## config.mk

```make
export PLATFORM = sky130hd
export DESIGN_NAME = imu_caf_cordic
export DESIGN_NICKNAME = d
export VERILOG_FILES = /design/src/imu_caf_pkg.sv /design/src/imu_caf_cordic.sv
export SDC_FILE = /design/constraint.sdc
export NUM_CORES = 1
export LEC_CHECK = 0
export ABC_AREA = 1
export BUFFER_PORTS_ARGS = -buffer_cell sky130_fd_sc_hd__buf_4
export CAP_MARGIN = 5
export CORE_MARGIN = 3
export CORE_UTILIZATION = 55
export DETAILED_ROUTE_END_ITERATION = 10
export HOLD_SLACK_MARGIN = 0.15
export PLACE_DENSITY = 0.73
export SLEW_MARGIN = 20
export SYNTH_ARGS = -nofsm -noshare
export SYNTH_HDL_FRONTEND = slang
export SYNTH_SLANG_ARGS = --single-unit
```

## constraint.sdc

```tcl
create_clock -name clk -period 5.7 [get_ports clk]
set_input_delay 1.14 -clock clk [delete_from_list [all_inputs] [get_ports clk]]
set_output_delay 1.14 -clock clk [all_outputs]
set_load 0.03 [all_outputs]
```

## src/imu_caf_pkg.sv

```systemverilog
// shared types, constants and functions for the attitude filter
package imu_caf_pkg;

  localparam int ANGLE_FRAC_BITS_DEF = 16;
  localparam int CORDIC_STEPS_DEF    = 16;
  localparam int TABLE_LEN           = 24;
  localparam int ANGLE_W             = 32;
  localparam int GYRO_DEN            = 131;

  localparam logic [2:0] REG_FILTER_MODE   = 3'd0;
  localparam logic [2:0] REG_SAMPLE_PERIOD = 3'd1;
  localparam logic [2:0] REG_GYRO_WEIGHT   = 3'd2;

  localparam logic [15:0] RST_SAMPLE_PERIOD = 16'd655;
  localparam logic [15:0] RST_GYRO_WEIGHT   = 16'd32113;

  typedef enum logic [3:0] {
    ST_IDLE,
    ST_ROOT_START,
    ST_ROOT,
    ST_CORDIC,
    ST_NEXT_TILT,
    ST_GYRO_MUL,
    ST_GYRO_DIV,
    ST_BLEND_A,
    ST_BLEND_B,
    ST_BLEND_C,
    ST_DONE
  } caf_state_t;

  // start strobe for an iterative unit
  typedef struct packed {
    logic start;
  } caf_ctl_t;

  // atan(2^-i) in degrees, Q24
  function automatic logic [31:0] atan_q24(input logic [4:0] i);
    logic [31:0] t;
    case (i)
      5'd0:  t = 32'd754974720;
      5'd1:  t = 32'd445687602;
      5'd2:  t = 32'd235489088;
      5'd3:  t = 32'd119537938;
      5'd4:  t = 32'd60000934;
      5'd5:  t = 32'd30029717;
      5'd6:  t = 32'd15018523;
      5'd7:  t = 32'd7509720;
      5'd8:  t = 32'd3754917;
      5'd9:  t = 32'd1877466;
      5'd10: t = 32'd938734;
      5'd11: t = 32'd469367;
      5'd12: t = 32'd234684;
      5'd13: t = 32'd117342;
      5'd14: t = 32'd58671;
      5'd15: t = 32'd29335;
      5'd16: t = 32'd14668;
      5'd17: t = 32'd7334;
      5'd18: t = 32'd3667;
      5'd19: t = 32'd1833;
      5'd20: t = 32'd917;
      5'd21: t = 32'd458;
      5'd22: t = 32'd229;
      5'd23: t = 32'd115;
      default: t = 32'd0;
    endcase
    return t;
  endfunction

endpackage

```

## src/imu_caf_cordic.sv

```systemverilog
// vectoring cordic, one rotation per cycle
module imu_caf_cordic #(
  parameter int ANGLE_FRAC_BITS = imu_caf_pkg::ANGLE_FRAC_BITS_DEF,
  parameter int CORDIC_STEPS    = imu_caf_pkg::CORDIC_STEPS_DEF
) (
  input  logic                  clk,
  input  logic                  rst_n,
  input  imu_caf_pkg::caf_ctl_t ctl,
  input  logic signed [24:0]    y_in,
  input  logic [23:0]           x_in,
  output logic                  done,
  output logic signed [35:0]    angle
);
  localparam int STEPS = (CORDIC_STEPS < imu_caf_pkg::TABLE_LEN) ?
                         CORDIC_STEPS : imu_caf_pkg::TABLE_LEN;
  localparam int SH = 24 - ANGLE_FRAC_BITS;

  // x grows by at most 1.65, y stays within the start magnitude
  logic signed [27:0] x_r, x_nxt, y_r, y_nxt;
  logic signed [35:0] z_r, z_nxt;
  logic [4:0]         i_r, i_nxt;
  logic               busy_r, busy_nxt;
  logic signed [27:0] xs, ys;
  logic [32:0]        t2;
  logic signed [35:0] a;
  logic               zero_r, zero_nxt;

  always_comb begin
    xs = x_r >>> i_r;
    ys = y_r >>> i_r;
    t2 = {imu_caf_pkg::atan_q24(i_r), 1'b0} >> SH;
    a  = signed'({3'b000, (t2 + 33'd1) >> 1});
    x_nxt = x_r; y_nxt = y_r; z_nxt = z_r; i_nxt = i_r;
    busy_nxt = busy_r; zero_nxt = zero_r;
    if (ctl.start) begin
      x_nxt = signed'({4'd0, x_in});
      y_nxt = 28'(y_in);
      z_nxt = '0;
      i_nxt = '0;
      zero_nxt = (x_in == '0) && (y_in == '0);
      busy_nxt = 1'b1;
    end else if (busy_r) begin
      if (!y_r[27]) begin
        x_nxt = x_r + ys; y_nxt = y_r - xs; z_nxt = z_r + a;
      end else begin
        x_nxt = x_r - ys; y_nxt = y_r + xs; z_nxt = z_r - a;
      end
      i_nxt = i_r + 5'd1;
      if (i_r == 5'(STEPS - 1)) busy_nxt = 1'b0;
    end
  end

  always_ff @(posedge clk) begin
    x_r <= x_nxt; y_r <= y_nxt; z_r <= z_nxt; i_r <= i_nxt; zero_r <= zero_nxt;
    if (!rst_n) busy_r <= 1'b0;
    else busy_r <= busy_nxt;
  end

  assign done  = busy_r && (i_r == 5'(STEPS - 1));
  assign angle = zero_r ? '0 : z_nxt;
endmodule

```

==> metrics.txt, run 1 <==
status complete, but fails checks; failing checks negative setup slack; initial antenna violation count 0; synthesized instance count 2645; Reg area 2990 µm²; Overall Global Routing Usage 33.4%; crit-path leading delay family simple AND/OR/NAND/NOR gates; share of layout cells above drive strength 1 14.9%; Syn Nets 2802; Root Buffer clkbuf_16; Yosys top cell by area nand2_1; leading cell type in the layout, fill and taps excluded nand2_1; Max Cap Violations 0; Via-to-Cell Ratio 5.87; top-area cell type share of the netlist area 19.8%; ant diodes 0; crit path time final 5.90 ns; maximum vdd ir drop 0.316 mV; CTS clk-pin slew, worst paths 0.07 ns; GPL Wtd Cong 1.01; Sink Count 122; DR vias 18100; DPL Wire Length 40.6 mm; fmax 169 MHz; Layout Nets 2856; Power Density 694 nW/µm²; Post-Place Cells 3039; H-tree Lvls 4; Die Wd 175 µm; Switching Share 55.9%; Post-Layout Cell Count 3090; CP max stage delay 0.37 ns; EDFF count, synth 53; GRT overflow 0; Static Leak 8.81 nW; area of the multi-input gates 11900 µm²; switching power 0.00696 W; Buffers & Inverters on Critical Path 3; die area 30500 µm²; Layout fillers 2735; Avg Cell Area, Syn 5.91 µm²; Longest Clk Path Bufs 2; crit path kind reg2out; CP arrival 4.76 ns; CTS buffer count 17; largest cells by area after synthesis nand2_1 (20%), nand3_1 (11%), edfxtp_1 (10%); crit end category output port; Reg2Reg Setup Slack 0.51 ns; P_int 0.00549 W; Layout Utilization 64.4%; Setup-failing EPs final 9; Yosys reg bits 122; sequential power share 13.1%; Ys Warns 0; Routed WL 53.4 mm; die height 175 µm; final hold violation count 0; Clock Power Share 9.6%; Synth Cell Area 15600 µm²; number of port buffers 88; Netlist cell types 53; Wirelength per Cell 17.3 µm; vias in the first global route 16300; crit path launch type register; Initial Util 56.1%; worst-skew pair later-pin latency 0.45 ns; worst clock skew 0.0187 ns; Worst Hold Class reg2reg; Final period util 104%; num ports 89; unrepaired setup endpoints after global routing yes; slew margin rel. 41.2%; Core Area 27900 µm²; worst slew pin tran 0.880 ns; # hold bufs at CTS 0; Synth Flop Type dfxtp_1; first-pass GRT wire length 82.9 mm; Post-DRT Antenna Nets 0; Pins Over Slew Limit 0; setup ws final -0.201 ns; drt first pass iters 6; P&R area growth vs syn 14.8%; async set-reset flop share out of synthesis 0%; total power 0.0124 W; DR iter-0 viols 1904; combinational share of power 77.3%; critical path peak fanout 6; WP data required 4.56 ns; DRC Markers 0; commonest non-fill, non-tap cells in the layout nand2_1 (797), nand3_1 (353), inv_1 (227); Seq/Total Area, Yosys 19.0%; Rows 61; largest net degree at the start of global routing 62; slowest CP cell dfxtp_4; CTS tree built
-- registers in the layout, indices dropped and copies added (netlist names) --
register  cells
i_r           5
y_r          28
zero_r        1
z_r          36
busy_r        1
t2           23
x_r          28
-- worst min-delay path: stages, from the launching register on --
cell and delay [ns]:
dfxtp_1 0.31, nand2_1 0.08, nand2_1 0.05
-- stage by stage --
step                      worst slack, ns  hold WS, ns  setup TNS, ns  area, µm²
final                              -0.201        0.480          -1.13      17900
after global routing               -0.400        0.504          -3.88      17900
after CTS                         0.00234        0.484              0      17200
after detailed placement           0.0698        0.472              0      16500
after global placement              0.153        0.465              0      16500
after floorplan                     0.568        0.452              0      15600
-- cell usage after synthesis (all sizes together), types with 4 or more instances --
master  number
a211oi       4
a21o        10
a21oi      176
a31oi       20
buf         58
clkbuf      40
dfxtp       69
edfxtp      53
ha         102
inv        245
nand2      833
nand3      363
nand3b       6
nand4       17
nor2       240
nor3        49
nor4        33
o211ai       8
o21a         8
o21ai      131
o21bai      10
o31ai        4
or2         50
xnor2       37
xor2        58
-- what timing repair did --
item                                    CTS  global route
pin swaps                                 9            52
endpoints found under the setup margin   16            24
resized for setup                        20           168
setup buffers                             4            15
-- kinds of logic (layout without fill, tap and decap cells) --
| group | count (synthesis) | count (layout) | share of synthesized area (%) |
|---|---|---|---|
| AND/OR/NAND/NOR | 1595 | 1595 | 44.4 |
| AO/OA/AOI/OAI | 384 | 384 | 13.5 |
| buffers and inverters | 344 | 411 | 9.11 |
| flip-flops | 122 | 122 | 19.0 |
| adder cells (fa/ha/maj) | 105 | 105 | 8.55 |
| XOR/XNOR | 95 | 95 | 5.37 |
-- power groups by stage --
| stage | clock, W | sequential, W | combinational (W) |
|---|---|---|---|
| floorplan | 0 | 0.00150 | 0.00690 |
| global placement | 0 | 0.00164 | 0.00874 |
| detailed placement | 0 | 0.00163 | 0.00889 |
| CTS | 0.00119 | 0.00162 | 0.00898 |
| global route | 0.00123 | 0.00166 | 0.0108 |
| finish | 0.00119 | 0.00163 | 0.00962 |
-- layer usage --
metal,vias to the layer above,GRT usage [%],routed length [µm]
met2,751,56.1,24900
li1,8908,-,-
met4,0,12.5,2510
met5,-,0,0
met3,173,4.67,3550
met1,8313,43.6,22400
-- path summary, 6_finish.rpt --
check	startpoint	end	depth (start not counted)
worst min register to register	z_r[27]	z_r[27]	2
worst max-delay path	t2[0]	angle[35]	29
worst min-delay path	z_r[27]	z_r[27]	2
worst max register to register	i_r[1]	x_r[20]	28
-- layout make-up --
| class | instances | area share [%] |
|---|---|---|
| clock buffers | 21 | 2.69 |
| inverters | 246 | 5.16 |
| well taps | 378 | 2.64 |
| flip-flops and latches | 122 | 16.7 |
| repair buffers | 133 | 5.84 |
| multi-input cells | 2179 | 66.3 |
| clock inverters | 11 | 0.726 |
Power figures use the tool's default switching activity.
==> run 2: changes to the inputs <==
--- a/config.mk
+++ b/config.mk
@@ -12,6 +12,7 @@
 export CORE_UTILIZATION = 55
 export DETAILED_ROUTE_END_ITERATION = 10
 export HOLD_SLACK_MARGIN = 0.15
+export MAX_ROUTING_LAYER = met4
 export PLACE_DENSITY = 0.73
 export SLEW_MARGIN = 20
 export SYNTH_ARGS = -nofsm -noshare
==> metrics.txt, run 2 (synthesized netlist as in run 1, its figures left out) <==
GPL Wtd Cong 1.00 (was 1.01); reg2reg start i_r[0] (was i_r[1]); Post-Place Cells 3042 (was 3039); Post-Layout Cell Count 3103 (was 3090); # hold bufs at CTS 0 (unchanged); die height 175 µm (unchanged); crit path time final 5.72 ns (was 5.90 ns); top flop regs z_r: 36 flops, x_r: 28 flops, y_r: 28 flops (unchanged); initial antenna violation count 0 (unchanged); WHS Endpoint z_r[25] (was z_r[27]); unrepaired setup endpoints after global routing yes (unchanged); critical path peak fanout 5 (was 6); Wirelength per Cell 17.7 µm (was 17.3 µm); Switching Share 56.2% (was 55.9%); share of layout cells above drive strength 1 16.7% (was 14.9%); failing checks negative setup slack (unchanged); Core Area 27900 µm² (unchanged); Final Cell Area 18300 µm² (was 17900 µm²); Initial Util 56.1% (unchanged); slew margin rel. 42.5% (was 41.2%); setup ws final -0.0160 ns (was -0.201 ns); CTS tree built (unchanged); Layout Nets 2869 (was 2856); min-delay src z_r[25] (was z_r[27]); maximum vdd ir drop 0.318 mV (was 0.316 mV); worst setup path startpoint t2[1] (was t2[0]); Post-DRT Antenna Nets 0 (unchanged); P&R area growth vs syn 17.1% (was 14.8%); crit end category output port (unchanged); Sink Count 122 (unchanged); switching power 0.00709 W (was 0.00696 W); DRC Markers 0 (unchanged); Pins Over Slew Limit 0 (unchanged); Reg2Reg Setup Slack 0.61 ns (was 0.51 ns); DP Area 16500 µm² (about the same); Setup-failing EPs final 4 (was 9); Rows 61 (unchanged); Final period util 100% (was 104%); Largest Register z_r (unchanged); H-tree Lvls 4 (unchanged); largest net degree at the start of global routing 61 (was 62); commonest non-fill, non-tap cells in the layout nand2_1 (793), nand3_1 (350), inv_1 (226) (was nand2_1 (797), nand3_1 (353), inv_1 (227)); status complete, but fails checks (unchanged); DR iter-0 viols 2079 (was 1904); worst slew pin tran 0.861 ns (was 0.880 ns); leading cell type in the layout, fill and taps excluded nand2_1 (unchanged); first-pass GRT wire length 85.6 mm (was 82.9 mm); Reg area 3000 µm² (was 2990 µm²); CTS buffer count 17 (unchanged); final hold violation count 0 (unchanged); worst-skew pair later-pin latency 0.45 ns (about the same); fmax 175 MHz (was 169 MHz); number of port buffers 88 (unchanged); Overall Global Routing Usage 35.3% (was 33.4%); WP data required 4.56 ns (about the same); crit path launch type register (unchanged); sequential power share 13.2% (was 13.1%); crit path kind reg2out (unchanged); drt first pass iters 8 (was 6); ant diodes 0 (unchanged); number of flip-flops in the largest register 36 (unchanged); num ports 89 (unchanged); vias in the first global route 17000 (was 16300); Clock Power Share 8.8% (was 9.6%); P_int 0.00553 W (was 0.00549 W); Static Leak 8.88 nW (was 8.81 nW); Fin Hold WS 0.490 ns (was 0.480 ns); CTS clk-pin slew, worst paths 0.07 ns (about the same); area of the multi-input gates 12200 µm² (was 11900 µm²); Worst Hold Class reg2reg (unchanged); Layout fillers 2565 (was 2735); combinational share of power 78.1% (was 77.3%); hold depth 2 (unchanged); worst clock skew 0.0166 ns (was 0.0187 ns); R2R cell count 29 (was 28); Power Density 690 nW/µm² (was 694 nW/µm²); DR vias 18500 (was 18100); Max Cap Violations 0 (unchanged); DPL Wire Length 41.6 mm (was 40.6 mm); die area 30500 µm² (unchanged); Setup WS pre-CTS 0.0225 ns (was 0.0698 ns); GRT overflow 0 (unchanged); RR Endpoint x_r[20] (unchanged); Routed WL 55.0 mm (was 53.4 mm); Via-to-Cell Ratio 5.96 (was 5.87); Die Wd 175 µm (unchanged); Root Buffer clkbuf_16 (unchanged); Longest Clk Path Bufs 2 (unchanged); CP arrival 4.58 ns (was 4.76 ns)
## run 2: worst max-delay path by stage
stage,end,slack [ns],cells past startpoint
after detailed placement,angle[34],0.02,23
final,angle[16],-0.02,20
after CTS,angle[34],-0.05,24
after global routing,angle[33],-0.20,28
after floorplan,angle[20],0.57,19
after global placement,angle[34],0.1,23
## run 2: critical path, cell delays in order (launching register included)
cell and delay [ns]:
dfxtp_4 0.37, buf_6 0.10, nand2_1 0.06, nor2_2 0.18, nand2_2 0.15, buf_6 0.16
xor2_4 0.17, o21ai_0 0.30, xor2_1 0.22, ha_1 0.31, a21oi_1 0.30, nor2_1 0.07
nor2_1 0.17, nand2_1 0.11, a21o_1 0.20, nand2_1 0.08, nand2_2 0.10, nand2_1 0.10
a21oi_1 0.08, nor4_1 0.60, buf_4 0.29
## run 2: area by class of cell
cell class              instances  area share, %
clock buffers                  20           2.56
flip-flops and latches        122           16.4
repair buffers                146           6.20
well taps                     378           2.59
clock inverters                12          0.540
multi-input cells            2179           66.7
inverters                     246           5.06
## run 2: metal layers
layer  share of wire (%)  GRT usage, %  up-vias
li1                    -             -     8919
met4                 3.6          11.7        0
met5                   0             -        -
met1                  42          44.3     8516
met2                  47          58.8      889
met3                 7.0          4.74      157
## run 2: stage by stage
stage	TNS, ns	power [W]	util (%)
after global placement	0	0.0104	59.2
after floorplan	0	0.00840	-
after detailed placement	0	0.0105	59.2
final	-0.0548	0.0126	65.7
after global routing	-1.92	0.0138	65.7
after CTS	-0.0955	0.0118	62.2
## run 2: what timing repair did
item,4_1_cts,5_1_grt
resized for setup,53,202
setup endpoints to repair,17,39
buffers inserted,13,16
pin swaps,29,61
## run 2: power by group through the flow
stage	clock network, W	logic [W]	registers, W
floorplan	0	0.00690	0.00150
global placement	0	0.00875	0.00164
detailed placement	0	0.00889	0.00165
CTS	0.00111	0.00907	0.00163
global route	0.00115	0.0110	0.00168
finish	0.00111	0.00985	0.00166
