$ cat src/imu_caf_pkg.sv
// shared types, constants and functions for the attitude filter
package imu_caf_pkg;

  localparam int ANGLE_FRAC_BITS_DEF = 16;
  localparam int CORDIC_STEPS_DEF    = 16;
  localparam int TABLE_LEN           = 24;
  localparam int ANGLE_W             = 32;
  localparam int GYRO_DEN            = 131;

  localparam logic [2:0] REG_FILTER_MODE   = 3'd0;
  localparam logic [2:0] REG_SAMPLE_PERIOD = 3'd1;
  localparam logic [2:0] REG_GYRO_WEIGHT   = 3'd2;

  localparam logic [15:0] RST_SAMPLE_PERIOD = 16'd655;
  localparam logic [15:0] RST_GYRO_WEIGHT   = 16'd32113;

  typedef enum logic [3:0] {
    ST_IDLE,
    ST_ROOT_START,
    ST_ROOT,
    ST_CORDIC,
    ST_NEXT_TILT,
    ST_GYRO_MUL,
    ST_GYRO_DIV,
    ST_BLEND_A,
    ST_BLEND_B,
    ST_BLEND_C,
    ST_DONE
  } caf_state_t;

  // start strobe for an iterative unit
  typedef struct packed {
    logic start;
  } caf_ctl_t;

  // atan(2^-i) in degrees, Q24
  function automatic logic [31:0] atan_q24(input logic [4:0] i);
    logic [31:0] t;
    case (i)
      5'd0:  t = 32'd754974720;
      5'd1:  t = 32'd445687602;
      5'd2:  t = 32'd235489088;
      5'd3:  t = 32'd119537938;
      5'd4:  t = 32'd60000934;
      5'd5:  t = 32'd30029717;
      5'd6:  t = 32'd15018523;
      5'd7:  t = 32'd7509720;
      5'd8:  t = 32'd3754917;
      5'd9:  t = 32'd1877466;
      5'd10: t = 32'd938734;
      5'd11: t = 32'd469367;
      5'd12: t = 32'd234684;
      5'd13: t = 32'd117342;
      5'd14: t = 32'd58671;
      5'd15: t = 32'd29335;
      5'd16: t = 32'd14668;
      5'd17: t = 32'd7334;
      5'd18: t = 32'd3667;
      5'd19: t = 32'd1833;
      5'd20: t = 32'd917;
      5'd21: t = 32'd458;
      5'd22: t = 32'd229;
      5'd23: t = 32'd115;
      default: t = 32'd0;
    endcase
    return t;
  endfunction

endpackage

$ cat src/imu_caf_isqrt.sv
// bit-serial integer square root, one result bit per cycle
module imu_caf_isqrt (
  input  logic                    clk,
  input  logic                    rst_n,
  input  imu_caf_pkg::caf_ctl_t   ctl,
  input  logic [47:0]             radicand,
  output logic                    done,
  output logic [23:0]             root
);
  // 48-bit radicand, 24 result bits
  logic [47:0] rem_r, rem_nxt;
  logic [23:0] root_r, root_nxt;
  logic [47:0] src_r, src_nxt;
  logic [4:0]  cnt_r, cnt_nxt;
  logic        busy_r, busy_nxt;
  logic [49:0] trial;
  logic [49:0] rem_sh;

  always_comb begin
    rem_sh   = {rem_r, src_r[47:46]};
    trial    = rem_sh - {24'd0, root_r, 2'b01};
    rem_nxt  = rem_r;
    root_nxt = root_r;
    src_nxt  = src_r;
    cnt_nxt  = cnt_r;
    busy_nxt = busy_r;
    if (ctl.start) begin
      rem_nxt  = '0;
      root_nxt = '0;
      src_nxt  = radicand;
      cnt_nxt  = 5'd0;
      busy_nxt = 1'b1;
    end else if (busy_r) begin
      src_nxt = {src_r[45:0], 2'b00};
      if (!trial[49]) begin
        rem_nxt  = trial[47:0];
        root_nxt = {root_r[22:0], 1'b1};
      end else begin
        rem_nxt  = rem_sh[47:0];
        root_nxt = {root_r[22:0], 1'b0};
      end
      cnt_nxt = cnt_r + 5'd1;
      if (cnt_r == 5'd23) busy_nxt = 1'b0;
    end
  end

  always_ff @(posedge clk) begin
    rem_r  <= rem_nxt;
    root_r <= root_nxt;
    src_r  <= src_nxt;
    cnt_r  <= cnt_nxt;
    if (!rst_n) busy_r <= 1'b0;
    else busy_r <= busy_nxt;
  end

  assign done = busy_r && (cnt_r == 5'd23);
  assign root = root_nxt;
endmodule

$ cat config.mk
export PLATFORM = sky130hd
export DESIGN_NAME = imu_caf_isqrt
export DESIGN_NICKNAME = d
export VERILOG_FILES = /design/src/imu_caf_pkg.sv /design/src/imu_caf_isqrt.sv
export SDC_FILE = /design/constraint.sdc
export NUM_CORES = 1
export LEC_CHECK = 0
export BUFFER_PORTS_ARGS = -buffer_cell sky130_fd_sc_hd__buf_2
export CORE_MARGIN = 2
export CORE_UTILIZATION = 54
export DETAILED_ROUTE_END_ITERATION = 16
export HOLD_SLACK_MARGIN = 0.15
export PLACE_DENSITY = 0.77
export SLEW_MARGIN = 40
export SYNTH_ARGS = -nofsm -noshare
export SYNTH_HDL_FRONTEND = slang
export SYNTH_SLANG_ARGS = --single-unit
$ cat constraint.sdc
create_clock -name clk -period 3.25 [get_ports clk]
set_clock_uncertainty 0.05 [all_clocks]
set_input_delay 0.1625 -clock clk [delete_from_list [all_inputs] [get_ports clk]]
set_output_delay 0.1625 -clock clk [all_outputs]
set_load 0.01 [all_outputs]
==> flow_metrics.env, run 1 <==
export IMPL_drtIter0Drc=640
export IMPL_vdd_drop_max_mv=0.5865
export IMPL_maxCapViolations=0
export IMPL_finalHoldViolations=0
export IMPL_critPathArrivalTime_ns=3.77
export IMPL_design_core_area_mm2=0.01309
export IMPL_numPortBuffers=75
export IMPL_synth_edf_count=48
export IMPL_post_route_util_pct=74.65
export IMPL_fin_ws_ns=-0.2243
export IMPL_gp_congestion=0.8973
export IMPL_nFillCells=823
export IMPL_antenna_found_initial=0
export IMPL_crit_path_max_fanout=5
export IMPL_final_max_slew_violation_count=0
export IMPL_diodes=0
export IMPL_io_pins=76
export IMPL_fin_crit_sh_pct=106.9
export IMPL_crit_chain="or3_4 > or4_4 > or4_4 > a211oi_4 > a31oi_4 > buf_4 > or3_4 > or4_4 > a311oi_2"
export IMPL_yosysWarningCount=0
export IMPL_clk_path_buf_depth=2
export IMPL_grt_use_total_pct=30.58
export IMPL_die_x_um=119.1
export IMPL_syn_area_mm2=0.007159
export IMPL_switching_share_pct=35.58
export IMPL_cts_root_buffer="clkbuf_16"
export IMPL_power_sequential_fraction_pct=31.2
export IMPL_cts_num_sinks=126
export IMPL_numCtsBuffers=17
export IMPL_via_per_inst=6.198
export IMPL_start_kind="flip-flop"
export IMPL_fmax_mhz=287.8
export IMPL_hold_path_class="primary input to flip-flop"
export IMPL_htreeDepth=4
export IMPL_rsz0062_at_grt="yes"
export IMPL_tightest_slew_ns=0.7728
export IMPL_placementRows=42
export IMPL_final_nets=1019
export IMPL_status="finished, violations left"
export IMPL_finalCriticalPeriod_ns=3.474
export IMPL_drt_wl_total_mm=22.63
export IMPL_wire_per_inst_um=20.01
export IMPL_finalSetupViolations=28
export IMPL_p_sw_mw=2.177
export IMPL_slew_headroom_pct=48.48
export IMPL_synth_yosys_seq_area_share_pct=41.94
export IMPL_yosys_area_top_type="dfxtp_1"
export IMPL_grt_first_pass_wirelength_mm=34.07
export IMPL_ys_seq_elements=126
export IMPL_path_common_cell="or4_4"
export IMPL_dr_total_vias=7010
export IMPL_power_density_mw_per_mm2=626.6
export IMPL_synthArstFlopShare_pct=0
export IMPL_synth_top_area_share_pct=21.81
export IMPL_grt_pass1_vias=6619
export IMPL_drtPass1Iterations=6
export IMPL_grt_max_degree=77
export IMPL_synthToLayoutAreaGrowth_pct=36.44
export IMPL_ant_nets=0
export IMPL_p_leak_nw=3.911
export IMPL_critPathSlowestCell="or4_4"
export IMPL_critPathCaptureType="flip-flop"
export IMPL_drc=0
export IMPL_die_y_um=119.1
export IMPL_start_util_pct=54.71
export IMPL_p_clk_share_pct=31.2
export IMPL_setup_tns_ns=-2.977
export IMPL_syn_nets=837
export IMPL_p_int_mw=3.943
export IMPL_grt_ovfl_total=0
export IMPL_yosysUniqueCellTypes=59
export IMPL_synth_ff_type="dfxtp_1"
export IMPL_die_area_mm2=0.01420
export IMPL_timing_worst_setup_path_type="flip-flop to flip-flop"
export IMPL_synth_cells=760
export IMPL_dp_hpwl_mm=11.98
export IMPL_tritoncts="done"
export IMPL_clk_pin_slew_ns=0.07
export IMPL_synth_area_leaders="dfxtp_1 22%, edfxtp_1 20%, mux2_2 7.2%"
export IMPL_post_place_ws_ns=-0.1019
export IMPL_clock_latency_ns=0.44
export IMPL_layout_drive_gt1_share_pct=34.14
export IMPL_syn_area_per_cell_um2=9.420
export IMPL_failed_checks="negative setup slack"
export IMPL_worstPathRequired_ns=3.55
export IMPL_critPathMaxStageDelay_ns=0.49
export IMPL_pwr_share_comb_pct=37.6
## metrics by stage
| step | hold WS [ns] | power [mW] | cells | instance area [um^2] |
|---|---|---|---|---|
| floorplan | 0.2407 | 3.120 | 760 | 7169 |
| global placement | 0.3448 | 3.629 | 1026 | 8080 |
| detailed placement | 0.3371 | 3.690 | 1026 | 8080 |
| CTS | 0.1551 | 5.722 | 1115 | 9276 |
| global route | 0.2062 | 6.360 | 1131 | 9768 |
| finish | 0.1854 | 6.120 | 1131 | 9768 |
## state kept, by name, indices dropped and copies added, names as in the netlist
| name | count |
|---|---|
| busy_r | 1 |
| src_r | 48 |
| cnt_r | 5 |
| root_r | 24 |
| rem_r | 48 |
## per-layer routing
| metal | track usage [%] | up-vias | wire [um] |
|---|---|---|---|
| li1 | - | 3186 | - |
| met1 | 37.06 | 3353 | 8576 |
| met2 | 52.30 | 372 | 11400 |
| met3 | 6.657 | 99 | 1604 |
| met4 | 13.32 | 0 | 1049 |
| met5 | 0 | - | 0 |
## power groups by stage
stage	clock (mW)	sequential (mW)	combinational (mW)
final	1.91	1.91	2.30
after global routing	1.99	1.92	2.45
after CTS	1.89	1.89	1.95
after global placement	0	1.91	1.72
after floorplan	0	1.89	1.23
after detailed placement	0	1.92	1.77
## layout by cell type, fill, tap and decap left out, drive strengths merged, types with 18 or more instances in the layout
cell	count
edfxtp	48
dfxtp	78
ha	26
dlygate4sd3	49
a21oi	25
inv	42
mux2	46
mux2i	28
buf	163
nand2	63
xnor2	18
a311oi	39
nor2	101
## cell usage after synthesis (17+ instances only)
library cell    n
inv_1          34
ha_1           26
mux2i_1        28
dfxtp_1        78
edfxtp_1       48
xnor2_1        18
o21ai_0        17
nor2_1        101
a311oi_1       39
mux2_2         46
nand2_1        63
a21oi_1        25
clkbuf_1       44
## critical path: cells and delay by family (launching register included)
family                 cells  cell delay, ns
and+or+nand+nor            5            2.12
DFF                        1            0.32
buffers and inverters      1            0.16
AOI/OAI and AO/OA          3            0.73
## path summary, 6_finish.rpt
path,from,end,slack (ns),cells past startpoint
worst max-delay path,rem_r[24]$_SDFFE_PP0P_,rem_r[39]$_SDFFE_PP0P_,-0.22,9
worst max register to register,rem_r[24]$_SDFFE_PP0P_,rem_r[39]$_SDFFE_PP0P_,-0.22,9
worst min register to register,rem_r[15]$_SDFFE_PP0P_,rem_r[15]$_SDFFE_PP0P_,0.44,2
worst min-delay path,ctl,cnt_r[1]$_SDFFE_PP0P_,0.19,2
## layout make-up
| class | count | area, um^2 | area share, % |
|---|---|---|---|
| Clock inverter | 15 | 151.4 | 1.550 |
| Clock buffer | 17 | 425.4 | 4.355 |
| Inverter | 34 | 127.6 | 1.307 |
| Timing Repair Buffer | 212 | 1584 | 16.22 |
| Tap cell | 176 | 220.2 | 2.254 |
| Sequential cell | 126 | 3014 | 30.86 |
| Multi-Input combinational cell | 551 | 4245 | 43.46 |
## cells by family (layout without fill, tap and decap cells)
group                    after synthesis  after routing  share of synthesized area [%]
AO/OA/AOI/OAI                        154            156                          15.89
XOR/XNOR                              30             30                          3.670
adder cells (fa/ha/maj)               26             26                          4.544
buffers and inverters                 86            278                          4.841
flip-flops                           126            126                          41.94
multiplexers                          74             74                          11.15
AND/OR/NAND/NOR                      264            265                          17.97
## repair_timing
item,CTS,global route
hold buffers,49,0
cloned,1,2
setup endpoints to repair,17,45
endpoints found under the hold margin,49,0
buffers inserted,7,15
resized for setup,17,75
pin swaps,10,36
(Power assumes the default switching activity.)
==> run 2: changes to the inputs <==
--- a/config.mk
+++ b/config.mk
@@ -6,6 +6,7 @@
 export NUM_CORES = 1
 export LEC_CHECK = 0
 export BUFFER_PORTS_ARGS = -buffer_cell sky130_fd_sc_hd__buf_2
+export CORE_ASPECT_RATIO = 0.9
 export CORE_MARGIN = 2
 export CORE_UTILIZATION = 54
 export DETAILED_ROUTE_END_ITERATION = 16
==> run 2 against run 1 <==
Net effect:
- the run still ends with negative setup slack left
- global-route usage rose by 0.75 points
- hold slack improved by 0.27 ns
- core utilization rose by 2.6 points
- via count rose by 2.5%
- clock power rose by 3%
- critical path type is now flip-flop to primary output
==> flow_metrics.env, run 2 (same netlist as run 1, synthesis figures left out) <==
export IMPL_status="finished, violations left"
export IMPL_failed_checks="negative setup slack"
export IMPL_finalHoldViolations=0
export IMPL_die_area_mm2=0.01420
export IMPL_die_y_um=113.2
export IMPL_tritoncts="done"
export IMPL_gp_congestion=0.9372
export IMPL_drtPass1Iterations=5
export IMPL_fin_crit_sh_pct=109.1
export IMPL_numCtsBuffers=17
export IMPL_clock_latency_ns=0.45
export IMPL_power_density_mw_per_mm2=632.3
export IMPL_layout_drive_gt1_share_pct=34.56
export IMPL_crit_path_max_fanout=11
export IMPL_vdd_drop_max_mv=0.5768
export IMPL_htreeDepth=4
export IMPL_clk_pin_slew_ns=0.06
export IMPL_rsz0062_at_grt="yes"
export IMPL_timing_worst_setup_path_type="flip-flop to primary output"
export IMPL_grt_first_pass_wirelength_mm=35.13
export IMPL_worstPathRequired_ns=3.04
export IMPL_clk_path_buf_depth=2
export IMPL_stdcell_count=1145
export IMPL_final_area_mm2=0.009913
export IMPL_finalCriticalPeriod_ns=3.547
export IMPL_critPathCaptureType="primary output"
export IMPL_fin_ws_ns=-0.2971
export IMPL_antenna_found_initial=0
export IMPL_cts_num_sinks=126
export IMPL_grt_max_degree=127
export IMPL_dr_total_vias=7183
export IMPL_place_area_mm2=0.008215
export IMPL_final_cell_mix="103 x buf_4, 100 x nor2_1, 74 x buf_2"
export IMPL_grt_use_total_pct=31.33
export IMPL_die_x_um=125.4
export IMPL_finalSetupViolations=25
export IMPL_placedCellCount=1034
export IMPL_drc=0
export IMPL_post_place_ws_ns=-0.1621
export IMPL_start_kind="flip-flop"
export IMPL_grt_pass1_vias=6781
export IMPL_top_regs="rem_r x48, src_r x48, root_r x24"
export IMPL_tightest_slew_ns=0.6240
export IMPL_drt_wl_total_mm=24.58
export IMPL_diodes=0
export IMPL_grt_ovfl_total=0
export IMPL_wire_per_inst_um=21.47
export IMPL_via_per_inst=6.273
export IMPL_final_nets=1045
export IMPL_cts_root_buffer="clkbuf_16"
export IMPL_ant_nets=0
export IMPL_fmax_mhz=281.9
export IMPL_p_leak_nw=4.066
export IMPL_start_util_pct=55.79
export IMPL_maxCapViolations=0
export IMPL_slew_headroom_pct=57.96
export IMPL_final_common_cell="buf_4"
export IMPL_hold_path_class="flip-flop to flip-flop"
export IMPL_design_core_area_mm2=0.01283
export IMPL_placementRows=39
export IMPL_synthToLayoutAreaGrowth_pct=38.47
export IMPL_drtIter0Drc=709
export IMPL_setup_tns_ns=-2.497
export IMPL_final_max_slew_violation_count=0
export IMPL_numPortBuffers=75
export IMPL_dp_hpwl_mm=12.40
export IMPL_critPathArrivalTime_ns=3.33
export IMPL_io_pins=76
==> run 2: changes by cell type in the layout (fill, tap and decap cells not counted), moves of 3 or more <==
cell,before,now
buf_4,79,103
a311oi_1,26,38
a311oi_2,13,1
or4_1,4,11
or4_4,12,5
ha_4,4,10
ha_1,18,14
clkinvlp_4,4,1
dfxtp_1,71,68
dfxtp_2,6,9
nand2_1,62,59
o41ai_1,1,4
==> run 2: where the power goes <==
group          internal, mW  total, mW  switching (mW)
Clock                  1.10       1.97           0.868
Combinational          1.15       2.37            1.23
Sequential             1.80       1.93           0.127
Total                  4.05       6.27            2.22
==> run 2: per-stage QoR <==
step	total power, mW	hold slack, ns	util (%)
after floorplan	3.120	0.2407	-
after global placement	3.724	0.3298	64.01
after detailed placement	3.784	0.3312	64.01
after CTS	5.863	0.4523	74.03
after global routing	6.490	0.4696	77.24
final	6.268	0.4581	77.24
==> run 2: layer usage <==
| layer | share of wire [%] | up-vias | global-route usage [%] | wire length, um |
|---|---|---|---|---|
| li1 | - | 3249 | - | - |
| met1 | 39 | 3400 | 38.44 | 9573 |
| met2 | 48 | 413 | 53.15 | 11740 |
| met3 | 7.2 | 121 | 6.856 | 1769 |
| met4 | 6.1 | 0 | 14.37 | 1501 |
| met5 | 0 | - | 0 | 0 |
==> run 2: worst max-delay path: stages, from the launching register on <==
cell and delay [ns]:
dfxtp_2 0.33, or3_4 0.40, or4_4 0.41, or4_4 0.51, a211oi_4 0.20, a31oi_2 0.15
buf_4 0.19, nor2_4 0.14, buf_12 0.16, mux2i_1 0.08, nor2_1 0.16, buf_2 0.17
==> run 2: layout make-up <==
cell class	count	area, um^2
Clock buffer	18	439.2
Fill cell	788	2920
Inverter	34	127.6
Multi-Input combinational cell	550	4149
Sequential cell	126	3018
Tap cell	164	205.2
Clock inverter	14	143.9
Timing Repair Buffer	239	1831
==> run 2: what timing repair did <==
action                                 in CTS  in global routing
endpoints found under the hold margin      52                  0
gates cloned                                1                  2
setup endpoints to repair                  19                 38
buffers inserted                            8                 19
hold buffers                               50                  0
pin swaps                                  10                 21
gates resized for setup                    27                 57
==> run 2: worst paths after layout <==
path	startpoint	to	slack [ns]	cells after the start
setup / recovery	rem_r[24]$_SDFFE_PP0P_	root[0]	-0.30	11
hold / removal	rem_r[14]$_SDFFE_PP0P_	rem_r[14]$_SDFFE_PP0P_	0.46	2
setup reg to reg	rem_r[24]$_SDFFE_PP0P_	rem_r[42]$_SDFFE_PP0P_	-0.18	9
hold reg to reg	rem_r[14]$_SDFFE_PP0P_	rem_r[14]$_SDFFE_PP0P_	0.46	2
==> run 3: changes to the inputs <==
--- a/config.mk
+++ b/config.mk
@@ -10,6 +10,7 @@
 export CORE_MARGIN = 2
 export CORE_UTILIZATION = 54
 export DETAILED_ROUTE_END_ITERATION = 16
+export GPL_ROUTABILITY_DRIVEN = 0
 export HOLD_SLACK_MARGIN = 0.15
 export PLACE_DENSITY = 0.77
 export SLEW_MARGIN = 40
==> constraint.sdc (replaced) <==
create_clock -name clk -period 3.25 [get_ports clk]
set_clock_uncertainty 0.05 [all_clocks]
set_input_delay 0.1625 -clock clk [delete_from_list [all_inputs] [get_ports clk]]
set_output_delay 0.1625 -clock clk [all_outputs]
set_load 0.1 [all_outputs]
==> run 3 against run 2 <==
Net effect:
- hold slack worse by 0.0035 ns
- the flow still finishes with violations (negative setup slack)
- highest routed layer unchanged
- sequential share of layout area hardly changed
- largest power group unchanged
- largest cell class unchanged
- core utilization is 0.24 points higher
- first-iteration DRC count is 3.8% higher
- clock power is 2% lower
- flip-flop and latch count stayed put
==> flow_metrics.env, run 3 (same netlist as run 1, synthesis figures left out) <==
export IMPL_dr_total_vias=7156
export IMPL_finalCriticalPeriod_ns=3.452
export IMPL_fin_hold_ws_ns=0.4546
export IMPL_p_sw_mw=2.241
export IMPL_fmax_mhz=289.7
export IMPL_drtPass1Iterations=5
export IMPL_grt_max_degree=127
export IMPL_worstPathRequired_ns=3.52
export IMPL_start_kind="flip-flop"
export IMPL_pwr_share_comb_pct=38.0
export IMPL_r2r_start="rem_r[24]$_SDFFE_PP0P_"
export IMPL_rsz0062_at_grt="yes"
export IMPL_via_per_inst=6.333
export IMPL_power_sequential_fraction_pct=31.0
export IMPL_fin_ws_ns=-0.2018
export IMPL_cts_root_buffer="clkbuf_16"
export IMPL_switching_share_pct=35.99
export IMPL_final_cell_mix="99 x nor2_1, 86 x buf_4, 73 x buf_2"
export IMPL_crit_path_max_fanout=5
export IMPL_failed_checks="negative setup slack"
export IMPL_status="finished, violations left"
export IMPL_maxCapViolations=0
export IMPL_clk_path_buf_depth=2
export IMPL_finalSetupViolations=26
export IMPL_crit_start="rem_r[24]$_SDFFE_PP0P_"
export IMPL_diodes=0
export IMPL_dp_hpwl_mm=12.10
export IMPL_slew_headroom_pct=58.39
export IMPL_synthToLayoutAreaGrowth_pct=38.90
export IMPL_setup_tns_ns=-1.974
export IMPL_final_nets=1030
export IMPL_htreeDepth=4
export IMPL_r2r_end="rem_r[34]$_SDFFE_PP0P_"
export IMPL_design_core_area_mm2=0.01283
export IMPL_io_pins=76
export IMPL_drtIter0Drc=736
export IMPL_grt_ovfl_total=0
export IMPL_clk_pin_slew_ns=0.06
export IMPL_timing_worst_setup_path_type="flip-flop to flip-flop"
export IMPL_p_leak_nw=4.010
export IMPL_finalHoldViolations=0
export IMPL_tritoncts="done"
export IMPL_grt_first_pass_wirelength_mm=34.47
export IMPL_p_int_mw=3.986
export IMPL_fin_crit_sh_pct=106.2
export IMPL_wire_per_inst_um=21.13
export IMPL_final_area_mm2=0.009945
export IMPL_cp_endpoint="rem_r[34]$_SDFFE_PP0P_"
export IMPL_grt_pass1_vias=6818
export IMPL_cts_num_sinks=126
export IMPL_tightest_slew_ns=0.6242
export IMPL_die_x_um=125.4
export IMPL_place_area_mm2=0.008134
export IMPL_placedCellCount=1014
export IMPL_hold_path_class="primary input to flip-flop"
export IMPL_r2r_slack_ns=-0.20
export IMPL_power_density_mw_per_mm2=626.2
export IMPL_ant_nets=0
export IMPL_numCtsBuffers=17
export IMPL_vdd_drop_max_mv=0.5041
export IMPL_critPathCaptureType="flip-flop"
export IMPL_critPathArrivalTime_ns=3.73
export IMPL_drt_wl_total_mm=23.88
export IMPL_grt_use_total_pct=30.67
export IMPL_final_max_slew_violation_count=0
export IMPL_p_clk_share_pct=31.1
export IMPL_drc=0
export IMPL_layout_drive_gt1_share_pct=36.75
export IMPL_power_total_mw=6.227
export IMPL_die_area_mm2=0.01420
export IMPL_final_common_cell="nor2_1"
export IMPL_start_util_pct=55.79
export IMPL_die_y_um=113.2
export IMPL_numPortBuffers=75
export IMPL_stdcell_count=1130
export IMPL_antenna_found_initial=0
export IMPL_clock_latency_ns=0.45
export IMPL_rr_worst_depth=9
export IMPL_placementRows=39
export IMPL_top_regs="rem_r x48, src_r x48, root_r x24"
-- run 3: cell count changes in the layout (fill, tap and decap cells not counted), moves of 3 or more --
cell / delta
dfxtp_2: +5
buf_4: -17
a311oi_2: +4
inv_2: +4
nand2_1: -4
a311oi_1: -4
dfxtp_1: -6
inv_1: -4
buf_6: +3
ha_1: -4
-- run 3: worst max-delay path: stages, from the launching register on --
cell and delay (ns):
dfxtp_2 0.33, or3_4 0.39, or4_4 0.41, or4_4 0.45, a211o_1 0.34, nor3_1 0.52, o21a_2 0.31, buf_4 0.12
o41ai_1 0.07, a311oi_1 0.34
-- run 3: how the worst min path moves through the flow --
stage	from	endpoint	slack (ns)	cells after the start
6_report	rst_n	busy_r$_SDFF_PN0_	0.45	3
5_1_grt	rem_r[23]$_SDFFE_PP0P_	rem_r[23]$_SDFFE_PP0P_	0.47	2
4_1_cts	rst_n	busy_r$_SDFF_PN0_	0.44	3
3_5_place_dp	rst_n	busy_r$_SDFF_PN0_	0.35	2
3_3_place_gp	rst_n	busy_r$_SDFF_PN0_	0.34	2
2_1_floorplan	rst_n	busy_r$_SDFF_PN0_	0.24	1
-- run 3: through the flow --
stage | setup WS (ns) | utilization [%]
after CTS | -0.2207 | 74.56
after global routing | -0.2729 | 77.49
after floorplan | 0.009641 | -
after global placement | -0.04910 | 63.36
final | -0.2018 | 77.49
after detailed placement | -0.1715 | 63.38
-- run 3: power groups by stage --
stage	logic (mW)	registers, mW	clock network, mW
after detailed placement	1.79	1.93	0
after floorplan	1.27	1.89	0
final	2.36	1.93	1.93
after global placement	1.72	1.92	0
after CTS	2.03	1.90	1.92
after global routing	2.51	1.94	2.00
-- run 3: repair_timing --
| item | in CTS | in global routing |
|---|---|---|
| endpoints found under the setup margin | 16 | 42 |
| pin swaps | 25 | 44 |
| cloned | 0 | 2 |
| endpoints found under the hold margin | 51 | 0 |
| buffers inserted | 24 | 9 |
| hold buffers | 50 | 0 |
| resized for setup | 46 | 64 |
-- run 3: metal layers --
layer	vias to the layer above	part of all wire (%)	GRT usage, %
met4	0	4.2	13.04
met2	436	49	52.79
li1	3208	-	-
met3	99	8.3	8.889
met1	3413	39	35.99
met5	-	0	0
-- run 3: layout make-up --
type | count | area, um^2
multi-input cells | 549 | 4268
well taps | 164 | 205.2
flip-flops and latches | 126 | 3028
clock buffers | 18 | 429.2
repair buffers | 225 | 1739
inverters | 34 | 130.1
fillers | 733 | 2889
clock inverters | 14 | 145.1
